**src/rtl/spoc_pkg.sv**
```systemverilog
// spoc_pkg: shared types and constants of the stack pop order checker
// used by the channel interfaces, the stack unit and the top level

package spoc_pkg;

	// width of a value of the pop order and of a stored stack entry
	localparam int VAL_W = 11;
	// width of the configuration data
	localparam int CFG_W = 11;
	localparam int CAP_W = 7;

	// status codes of a result item
	typedef enum logic [1:0] {
		STATUS_OK       = 2'd0,
		STATUS_OVERFLOW = 2'd1,
		STATUS_ORDER    = 2'd2,
		STATUS_RANGE    = 2'd3
	} spoc_status_t;

	// configuration register indexes
	typedef enum logic [0:0] {
		REG_STACK_CAPACITY  = 1'b0,
		REG_SEQUENCE_LENGTH = 1'b1
	} spoc_reg_t;

	// sequencer states
	typedef enum logic [1:0] {
		ST_IDLE  = 2'd0,
		ST_PUSH  = 2'd1,
		ST_FETCH = 2'd2,
		ST_DONE  = 2'd3
	} spoc_state_t;

	// commands from the sequencer to the stack unit
	typedef struct packed {
		logic push;
		logic pop;
		logic reload;
		logic clear;
	} spoc_stk_cmd_t;

endpackage

```
**src/rtl/spoc_stack.sv**
```systemverilog
// spoc_stack: stack storage with a memory that has one write port and one registered read port, and a top register
// depends on spoc_pkg for the command struct and value width

module spoc_stack #(
	parameter int STACK_DEPTH = 64,
	parameter int CNT_W       = 7
) (
	input  logic                       clk,
	input  logic                       arst_n,
	input  spoc_pkg::spoc_stk_cmd_t    cmd,
	input  logic [spoc_pkg::VAL_W-1:0] push_val,
	output logic [CNT_W-1:0]           count,
	output logic [spoc_pkg::VAL_W-1:0] top
);

	localparam int AW = (STACK_DEPTH > 1) ? $clog2(STACK_DEPTH) : 1;

	logic [spoc_pkg::VAL_W-1:0] mem [STACK_DEPTH];
	logic [spoc_pkg::VAL_W-1:0] rd_q;
	logic [spoc_pkg::VAL_W-1:0] top_q;
	logic [CNT_W-1:0]           count_q;
	logic [CNT_W-1:0]           below_top;
	logic [AW-1:0]              wr_addr;
	logic [AW-1:0]              rd_addr;

	// entry under the current top becomes the top after a pop
	assign below_top = count_q - CNT_W'(2);
	assign rd_addr   = below_top[AW-1:0];
	assign wr_addr   = count_q[AW-1:0];

	// memory write and registered read
	always_ff @(posedge clk) begin
		if (cmd.push) begin
			mem[wr_addr] <= push_val;
		end
		rd_q <= mem[rd_addr];
	end

	// fill count
	always_ff @(posedge clk or negedge arst_n) begin
		if (!arst_n) begin
			count_q <= '0;
		end else if (cmd.clear) begin
			count_q <= '0;
		end else if (cmd.push) begin
			count_q <= count_q + CNT_W'(1);
		end else if (cmd.pop) begin
			count_q <= count_q - CNT_W'(1);
		end
	end

	// cached top entry
	always_ff @(posedge clk) begin
		if (cmd.push) begin
			top_q <= push_val;
		end else if (cmd.reload) begin
			top_q <= rd_q;
		end
	end

	assign count = count_q;
	assign top   = top_q;

endmodule

```
**config.mk**
```make
export PLATFORM = sky130hd
export DESIGN_NAME = spoc_stack
export DESIGN_NICKNAME = d
export VERILOG_FILES = /design/src/rtl/spoc_pkg.sv /design/src/rtl/spoc_stack.sv
export SDC_FILE = /design/constraint.sdc
export NUM_CORES = 1
export LEC_CHECK = 0
export ABC_AREA = 1
export BUFFER_PORTS_ARGS = -buffer_cell sky130_fd_sc_hd__buf_2
export CORE_MARGIN = 2
export CORE_UTILIZATION = 49
export DETAILED_ROUTE_END_ITERATION = 7
export PLACE_DENSITY = 0.62
export SYNTH_ARGS = -nofsm -noshare
export SYNTH_HDL_FRONTEND = slang
export SYNTH_SLANG_ARGS = --single-unit
```
**constraint.sdc**
```tcl
create_clock -name clk -period 5.9 [get_ports clk]
set_input_delay 0 -clock clk [delete_from_list [all_inputs] [get_ports clk]]
set_output_delay 0 -clock clk [all_outputs]
set_load 0.01 [all_outputs]
```
-- Word level (Yosys, flattened, before mapping)
Memory sizes are Yosys's and may differ from the RTL's. A register that Yosys moved wholly into a read port is not among the register bits.
Index checks and enable logic that the tools add are counted.
- add/subtract/negate cells: 3
- multiplexer cells: 7
- reductions and logical operators: 2
- operators by type and width (kind ; count):
    $mux 11 ; 2
    $mux 7 ; 3
    $add 7x1->7 const B ; 1
    $sub 7x1->7 const B ; 1
    $sub 6x2->6 const B ; 1
    $reduce_bool 3->1 ; 1
    $mux 1 ; 2
    $reduce_bool 2->1 ; 1
- flip-flop bits (word level): 18
- memory bits (writable): 704
- input bits: 17
- output and inout bits: 18
- logic and storage cells: 15
- memories kept: 1
- memory list (name ; words ; width ; rd ports ; clocked after Yosys merged registers in ; wr ports ; line ; RTL):
    mem ; 64 ; 11 ; 1 ; 1 ; 1 ; spoc_stack.sv:18 ; logic [spoc_pkg::VAL_W-1:0] mem [STACK_DEPTH];

-- Logic depth before layout (Yosys ltp)
Gate-level depths: netlist (run 1).
- word-level depth: 4
- mapped depth: 14
- depth with buffers taken out: 9

-- Worst setup path before layout (run 1)
No wires, ideal clock.
- path kind: register -> register
- start point: register count_q[1] (netlist: count[1])
- end point: memory mem[0][0] in the netlist's numbering, enable pin
- setup time: 0.378 ns
- data arrival time: 2.113 ns
- required time: 5.522 ns
- slack: 3.409 ns
- cell stages (with the launch flop): 8
- path buffers: 3
- clock period less this slack: 2.491 ns
- cell sequence: dfrtp_1 > buf_6 > inv_2 > buf_2 > buf_2 > ha_1 > nand2_1 > nor2_1
- RTL lines (element ; line ; RTL):
    start: declaration ; spoc_stack.sv:21 ; logic [CNT_W-1:0] count_q;
    start signal: assignment ; spoc_stack.sv:46 ; count_q <= count_q + CNT_W'(1);
    start signal: assignment ; spoc_stack.sv:48 ; count_q <= count_q - CNT_W'(1);
    end: declaration ; spoc_stack.sv:18 ;
Straight into the memory's write port.

-- Worst setup path after layout (run 1)
- start point: register count_q[1] (netlist: count[1])
- end point: register rd_q[3] in the netlist's numbering, read port of mem
- cells in the longest elaborated chain, start to end: 1
- ends and longest elaborated chain (element ; line ; RTL):
    $sub 6x2->6 ; spoc_stack.sv:27 ; assign below_top = count_q - CNT_W'(2);
    end: declaration ; spoc_stack.sv:19 ; logic [spoc_pkg::VAL_W-1:0] rd_q;
No other way between the ends.
A chain may end at the register's enable or synchronous reset.

==> flow_metrics.py, run 1 <==
metrics = {
    "power_and_ir_drop": {
        "leakagePower_nw": 13.5,
        "ir_drop_v": 0.000229,
        "powerDensity_nw_per_um2": 384,
    },
    "synthesis": {
        "ys_ff_latch": 733,
        "synthCells": 2881,
        "synth_nets": 2908,
        "synth_top_area_share_pct": 69.0,
        "syn_area_per_cell_um2": 10.8,
        "netlist_area_um2": 31100,
        "yosysWarnings": 0,
        "synthTopCellsByArea": "edfxtp_1 69%, nand2_1 12%, nand3_1 7.3%",
        "synthDistinctLibCells": 31,
        "yosys.area.top_type": "edfxtp_1",
        "ys_seq_area_share_pct": 70.3,
    },
    "cells_and_area": {
        "stdcell_area_um2": 34300,
        "fin_nets": 2900,
        "final_layout_size_suffix_gt1_share_pct": 6.21,
        "antenna_cells": 0,
        "area_growth_pct": 10.2,
    },
    "timing": {
        "relSlewSlack_pct": 22.1,
        "hold_viol": 0,
        "worst_slew_pin_slew_ns": 1.17,
        "finalSetupTns_ns": 0,
        "worst_clock_skew_ns": 0.0246,
        "fin_crit_sh_pct": 61.9,
        "fin_crit_ns": 3.65,
        "fmax_mhz": 274,
        "setup_viol": 0,
        "rsz0062_at_grt": "no",
        "slew_violations": 0,
    },
    "setup_path": {
        "crit_path_end": "rd_q[3]",
        "cp-start-kind": "flip-flop",
        "crit_chain": "inv_6 -> ha_2 -> inv_2 -> buf_4 -> nand3_1 -> nand3_1 -> nand3_1 -> nand3_1 -> nand2_1",
        "worstSetupPathType": "flip-flop to flip-flop",
        "r2r_cells": 9,
        "critPathLaunch": "count[1]",
        "crit_path_max_incr_delay_ns": 0.88,
        "cp.required_ns": 6.41,
        "crit_path_end_kind": "flip-flop",
        "cp_common_cell": "nand3_1",
        "reg2reg_to": "rd_q[3]",
        "critical_path.max_fanout": 61,
        "critical_path.reg2reg.startpoint": "count[1]",
        "arrival_ns": 4.17,
        "cpMaxStageDelayCell": "dfrtp_4",
        "r2r_setup_slack_ns": 2.25,
    },
    "drt": {
        "via_count": 20799,
        "viasPerCell": 5.50,
        "drtIter0Drc": 2672,
        "dr.pass1.iters": 6,
        "drc": 0,
        "antenna_left": 0,
        "wl_per_cell_um": 23.0,
        "drt-total-wl_um": 86900,
    },
    "floorplanning": {
        "start_util_pct": 49.4,
        "coreArea_um2": 63000,
        "io_pins": 35,
        "die_area_um2": 65500,
        "rows": 92,
        "die_x_um": 256,
        "fp.dieH_um": 256,
    },
    "global_routing": {
        "antenna_found_initial": 0,
        "grtUsageTotal_pct": 26.5,
        "grt_pass1_wl_um": 129000,
        "grt_pass1_vias": 19475,
        "grt_max_degree": 197,
        "overflow": 0,
    },
    "placed_design": {
        "finalWeightedCongestion": 0.980,
        "placed_area_um2": 31700,
        "place_hpwl_um": 50500,
        "portBuffers": 34,
    },
    "clocking": {
        "post_cts_buffers": 0,
        "cts_buffer_depth": 3,
        "cts_tree": "yes",
        "post_cts_resized": 0,
        "clk_latency_ns": 0.63,
        "cts_buffers": 78,
        "clockRootBuffer": "clkbuf_16",
        "cts_max_level": 3,
        "hold_buffers": 8,
        "numClockSinks": 733,
        "clk_pin_slew_worst_paths_ns": 0.06,
    },
    "run": {
        "max-cap-violations": 0,
    },
    "run_status": {
        "status": "complete, no violations",
    },
    "min_path": {
        "hold_path_class": "primary input to flip-flop",
    },
}
[area by class of cell]
cell class | instances | area [um2]
clock buffers | 105 | 2160
clock inverters | 35 | 335
fillers | 5371 | 28700
inverters | 264 | 1010
multi-input cells | 1730 | 7410
flip-flops and latches | 733 | 21900
well taps | 846 | 1060
repair buffers | 66 | 455
[how the worst min path moves through the flow]
stage,from,endpoint,depth (start not counted)
global placement,arst_n,count[4],1
CTS,push_val[4],mem[26][4],2
global route,push_val[8],mem[26][8],2
detailed placement,arst_n,count[4],1
floorplan,arst_n,count[0],0
finish,push_val[8],mem[26][8],2
[flip-flops by register name (all words and copies together), names as in the netlist]
signal	count
count	7
mem	704
rd_q	11
top	11
[critical path: cells and delay by family, from the launching register on]
kind	cells	cell delay, ns
adder cells (fa/ha/maj)	1	0.38
AND/OR/NAND/NOR	5	0.59
flip-flops	1	0.88
buffers and inverters	3	1.61
[power breakdown]
group          switching, W  internal (W)
Sequential         0.000104       0.00586
Clock               0.00200       0.00283
Combinational       0.00178      0.000613
Total               0.00388       0.00931
[metrics by stage]
step | setup slack (ns) | utilization [%] | total power, W | hold WS [ns] | cells
finish | 2.25 | 54.5 | 0.0132 | 0.134 | 3779
global placement | 2.35 | 50.4 | 0.00842 | -0.157 | 3631
global route | 2.03 | 54.5 | 0.0136 | 0.161 | 3779
CTS | 2.29 | 54.5 | 0.0132 | 0.153 | 3779
detailed placement | 2.30 | 50.4 | 0.00843 | -0.153 | 3631
floorplan | 3.41 | - | 0.00754 | -0.296 | 2881
[kinds of logic after synthesis]
group	after synthesis	synth area share, %
buffers and inverters	418	5.92
AO/OA/AOI/OAI	80	1.32
flip-flops	733	70.3
AND/OR/NAND/NOR	1634	21.8
XOR/XNOR	6	0.290
adder cells (fa/ha/maj)	10	0.426
[cell usage after synthesis (all sizes together)]
| cell | count |
|---|---|
| a21oi | 3 |
| a31oi | 2 |
| buf | 108 |
| clkbuf | 46 |
| clkinv | 1 |
| dfrtp | 7 |
| dfxtp | 11 |
| edfxtp | 715 |
| fa | 1 |
| ha | 9 |
| inv | 263 |
| nand2 | 966 |
| nand3 | 464 |
| nand4 | 2 |
| nor2 | 201 |
| o21ai | 69 |
| o21bai | 1 |
| o22ai | 5 |
| or2 | 1 |
| xnor2 | 2 |
| xor2 | 4 |
[metal layers]
layer	part of all wire [%]	track usage, %	wire [um]
met5	0	0	0
met4	3.9	9.78	3380
met3	9.0	5.98	7860
met2	46	41.4	40200
met1	41	36.7	35500
[layout by cell type (no fill, tap or decap), types with 6 or more instances in the layout]
cell / instances
ha_1: 8
buf_4: 22
dfxtp_1: 11
edfxtp_1: 715
o21ai_0: 69
inv_1: 258
clkbuf_16: 82
buf_2: 34
clkbuf_1: 21
bufinv_16: 6
clkinv_1: 16
nand3_2: 8
clkinv_2: 7
dlygate4sd3_1: 8
nand2_1: 966
nor2_1: 201
nand3_1: 455
Power figures use the tool's default switching activity.
==> run 2: changes to the inputs <==
Settings changed: PLACE_DENSITY 0.62 to 0.65.
Clock period 5.9 ns to 3.2 ns, I/O delays scaled along.
==> run 2 against run 1 <==
  * Core utilization rose by 1.1 points
  * Critical path depth did not move
  * First-iteration DRC count rose by 5.8%
  * Via count rose by 2.4%
  * Cell area rose by 2.1%
  * Largest power group unchanged
  * Sequential power rose by 83%
  * Clock-buffer cell count fell by 3
  * Global-route usage fell by 0.41 points
  * Die area did not move
  * Cell count rose by 2.3%
  * Critical path type unchanged
==> flow_metrics.py, run 2 (synthesis gave the netlist of run 1 again) <==
metrics = {
    "run_status": {
        "status": "complete, no violations",
    },
    "drt": {
        "viasPerCell": 5.51,
        "met3_wirelength_um": 7230,
        "wirelength_met1_um": 34500,
        "via_count": 21305,
        "antenna_left": 0,
        "drc": 0,
        "drtIter0Drc": 2826,
        "wl_per_cell_um": 22.1,
        "dr.max_layer_used": "met4",
        "drt-total-wl_um": 85500,
        "met2WireLength_um": 40400,
        "dr.pass1.iters": 6,
    },
    "clocking": {
        "cts_tree": "yes",
        "post_cts_resized": 0,
        "cts_buffer_depth": 3,
        "clk_pin_slew_worst_paths_ns": 0.06,
        "clk_latency_ns": 0.63,
        "clockRootBuffer": "clkbuf_16",
        "cts_max_level": 3,
        "cts_buffers": 76,
        "numClockSinks": 733,
    },
    "cells_and_area": {
        "fillCellCount": 5334,
        "fin_nets": 2988,
        "largest_register_ffs": 704,
        "final_layout_size_suffix_gt1_share_pct": 8.81,
        "antenna_cells": 0,
        "final_common_cell": "nand2_1",
        "layout_common_cells": "966 x nand2_1, 715 x edfxtp_1, 455 x nand3_1",
        "area_growth_pct": 12.5,
        "registers.top_by_ff_count": "mem",
    },
    "global_routing": {
        "grtUsageTotal_pct": 26.1,
        "antenna_found_initial": 0,
        "grt_pass1_vias": 20617,
        "grt_pass1_wl_um": 129000,
        "overflow": 0,
        "grt_max_degree": 134,
    },
    "timing": {
        "fmax_mhz": 346,
        "layout_setup_ws_ns": 0.309,
        "relSlewSlack_pct": 24.3,
        "hold_viol": 0,
        "finalSetupTns_ns": 0,
        "worst_clock_skew_ns": 0.0203,
        "rsz0062_at_grt": "no",
        "setup_viol": 0,
        "fin_crit_ns": 2.89,
        "worst_slew_pin_slew_ns": 1.14,
        "slew_violations": 0,
        "fin_crit_sh_pct": 90.3,
    },
    "setup_path": {
        "crit_chain": "inv_6 -> buf_4 -> fa_1 -> inv_1 -> nand4_1 -> nand3_1 -> o21ai_0 -> nand2_1 -> dlygate4sd3_1",
        "critical_path.max_fanout": 67,
        "cpMaxStageDelayCell": "buf_4",
        "reg2reg_to": "count[6]",
        "arrival_ns": 3.39,
        "r2r_setup_slack_ns": 0.31,
        "cp.required_ns": 3.70,
        "critical_path.reg2reg.startpoint": "count[1]",
        "worstSetupPathType": "flip-flop to flip-flop",
        "crit_path_end": "count[6]",
        "r2r_cells": 9,
        "crit_path_max_incr_delay_ns": 0.61,
        "cp-start-kind": "flip-flop",
        "critPathLaunch": "count[1]",
        "crit_path_end_kind": "flip-flop",
    },
    "power_and_ir_drop": {
        "clock_power_share_pct": 35.1,
        "leakagePower_nw": 14.0,
        "powerDensity_nw_per_um2": 685,
        "p_switching_w": 0.00715,
        "combPwrFrac_pct": 19.2,
        "switching_share_pct": 29.8,
        "ir_drop_v": 0.000427,
        "seqPwrFrac_pct": 45.6,
        "internal-power_w": 0.0168,
    },
    "floorplanning": {
        "coreArea_um2": 63000,
        "start_util_pct": 49.4,
        "io_pins": 35,
        "rows": 92,
        "fp.dieH_um": 256,
        "die_x_um": 256,
        "die_area_um2": 65500,
    },
    "run": {
        "max-cap-violations": 0,
    },
    "placed_design": {
        "finalWeightedCongestion": 0.945,
        "place_hpwl_um": 50900,
        "dp_worst_setup_slack_ns": 0.607,
        "portBuffers": 34,
    },
    "min_path": {
        "hold_path_class": "primary input to flip-flop",
    },
}
[run 2: changes by cell type in the layout (fill, tap and decap cells not counted), sizes merged]
cell,before,now
clkbuf,105,102
buf,58,143
dlygate4sd3,8,13
bufinv,6,3
clkinvlp,3,0
clkinv,25,27
inv,265,269
[run 2: layout make-up]
cell class | count | area (um2) | area share (%)
Clock buffer | 102 | 2070 | 5.92
Clock inverter | 35 | 267 | 0.761
Inverter | 264 | 1010 | 2.88
Multi-Input combinational cell | 1730 | 7420 | 21.2
Sequential cell | 733 | 21900 | 62.5
Tap cell | 846 | 1060 | 3.02
Timing Repair Buffer | 156 | 1310 | 3.73
[run 2: metal layers]
layer / vias to the layer above / track usage (%)
met5: - / 0
met2: 1017 / 41.7
met4: 0 / 10.3
met1: 10347 / 36.0
li1: 9765 / -
met3: 176 / 4.37
[run 2: through the flow]
stage	area, um2	hold slack [ns]	utilization [%]	total power (W)	cells
after global routing	35000	0.0186	55.6	0.0248	3866
after global placement	32500	-0.157	51.7	0.0156	3716
after CTS	35000	0.000987	55.6	0.0240	3866
after detailed placement	32500	-0.155	51.7	0.0157	3716
after floorplan	31100	-0.296	-	0.0139	2881
final	35000	0.0145	55.6	0.0240	3866
[run 2: worst max-delay path, delay by kind of cell (launching register included)]
kind,cells,cell delay (ns)
AO/OA/AOI/OAI,1,0.22
AND/OR/NAND/NOR,3,0.28
flip-flops,1,0.52
adder cells (fa/ha/maj),1,0.36
buffers and inverters,4,1.38
[run 2: worst min-delay path by stage]
stage | from | end | depth (start not counted)
after floorplan | arst_n | count[0] | 0
after global placement | arst_n | count[6] | 1
after detailed placement | arst_n | count[6] | 1
after CTS | push_val[8] | mem[50][8] | 1
after global routing | push_val[8] | mem[50][8] | 1
final | push_val[8] | mem[50][8] | 1
[run 2: power groups by stage]
stage / logic, W / clock network [W] / registers [W]
2_1_floorplan: 0.00280 / 0 / 0.0111
3_3_place_gp: 0.00450 / 0 / 0.0111
3_5_place_dp: 0.00451 / 0 / 0.0111
4_1_cts: 0.00454 / 0.00851 / 0.0109
5_1_grt: 0.00492 / 0.00888 / 0.0110
6_report: 0.00461 / 0.00843 / 0.0109
[run 2: what timing repair did]
item                                    4_1_cts  5_1_grt
hold buffers                                 13        0
endpoints found under the setup margin        0        0
setup buffers                                 0        0
hold endpoints to repair                    165        0
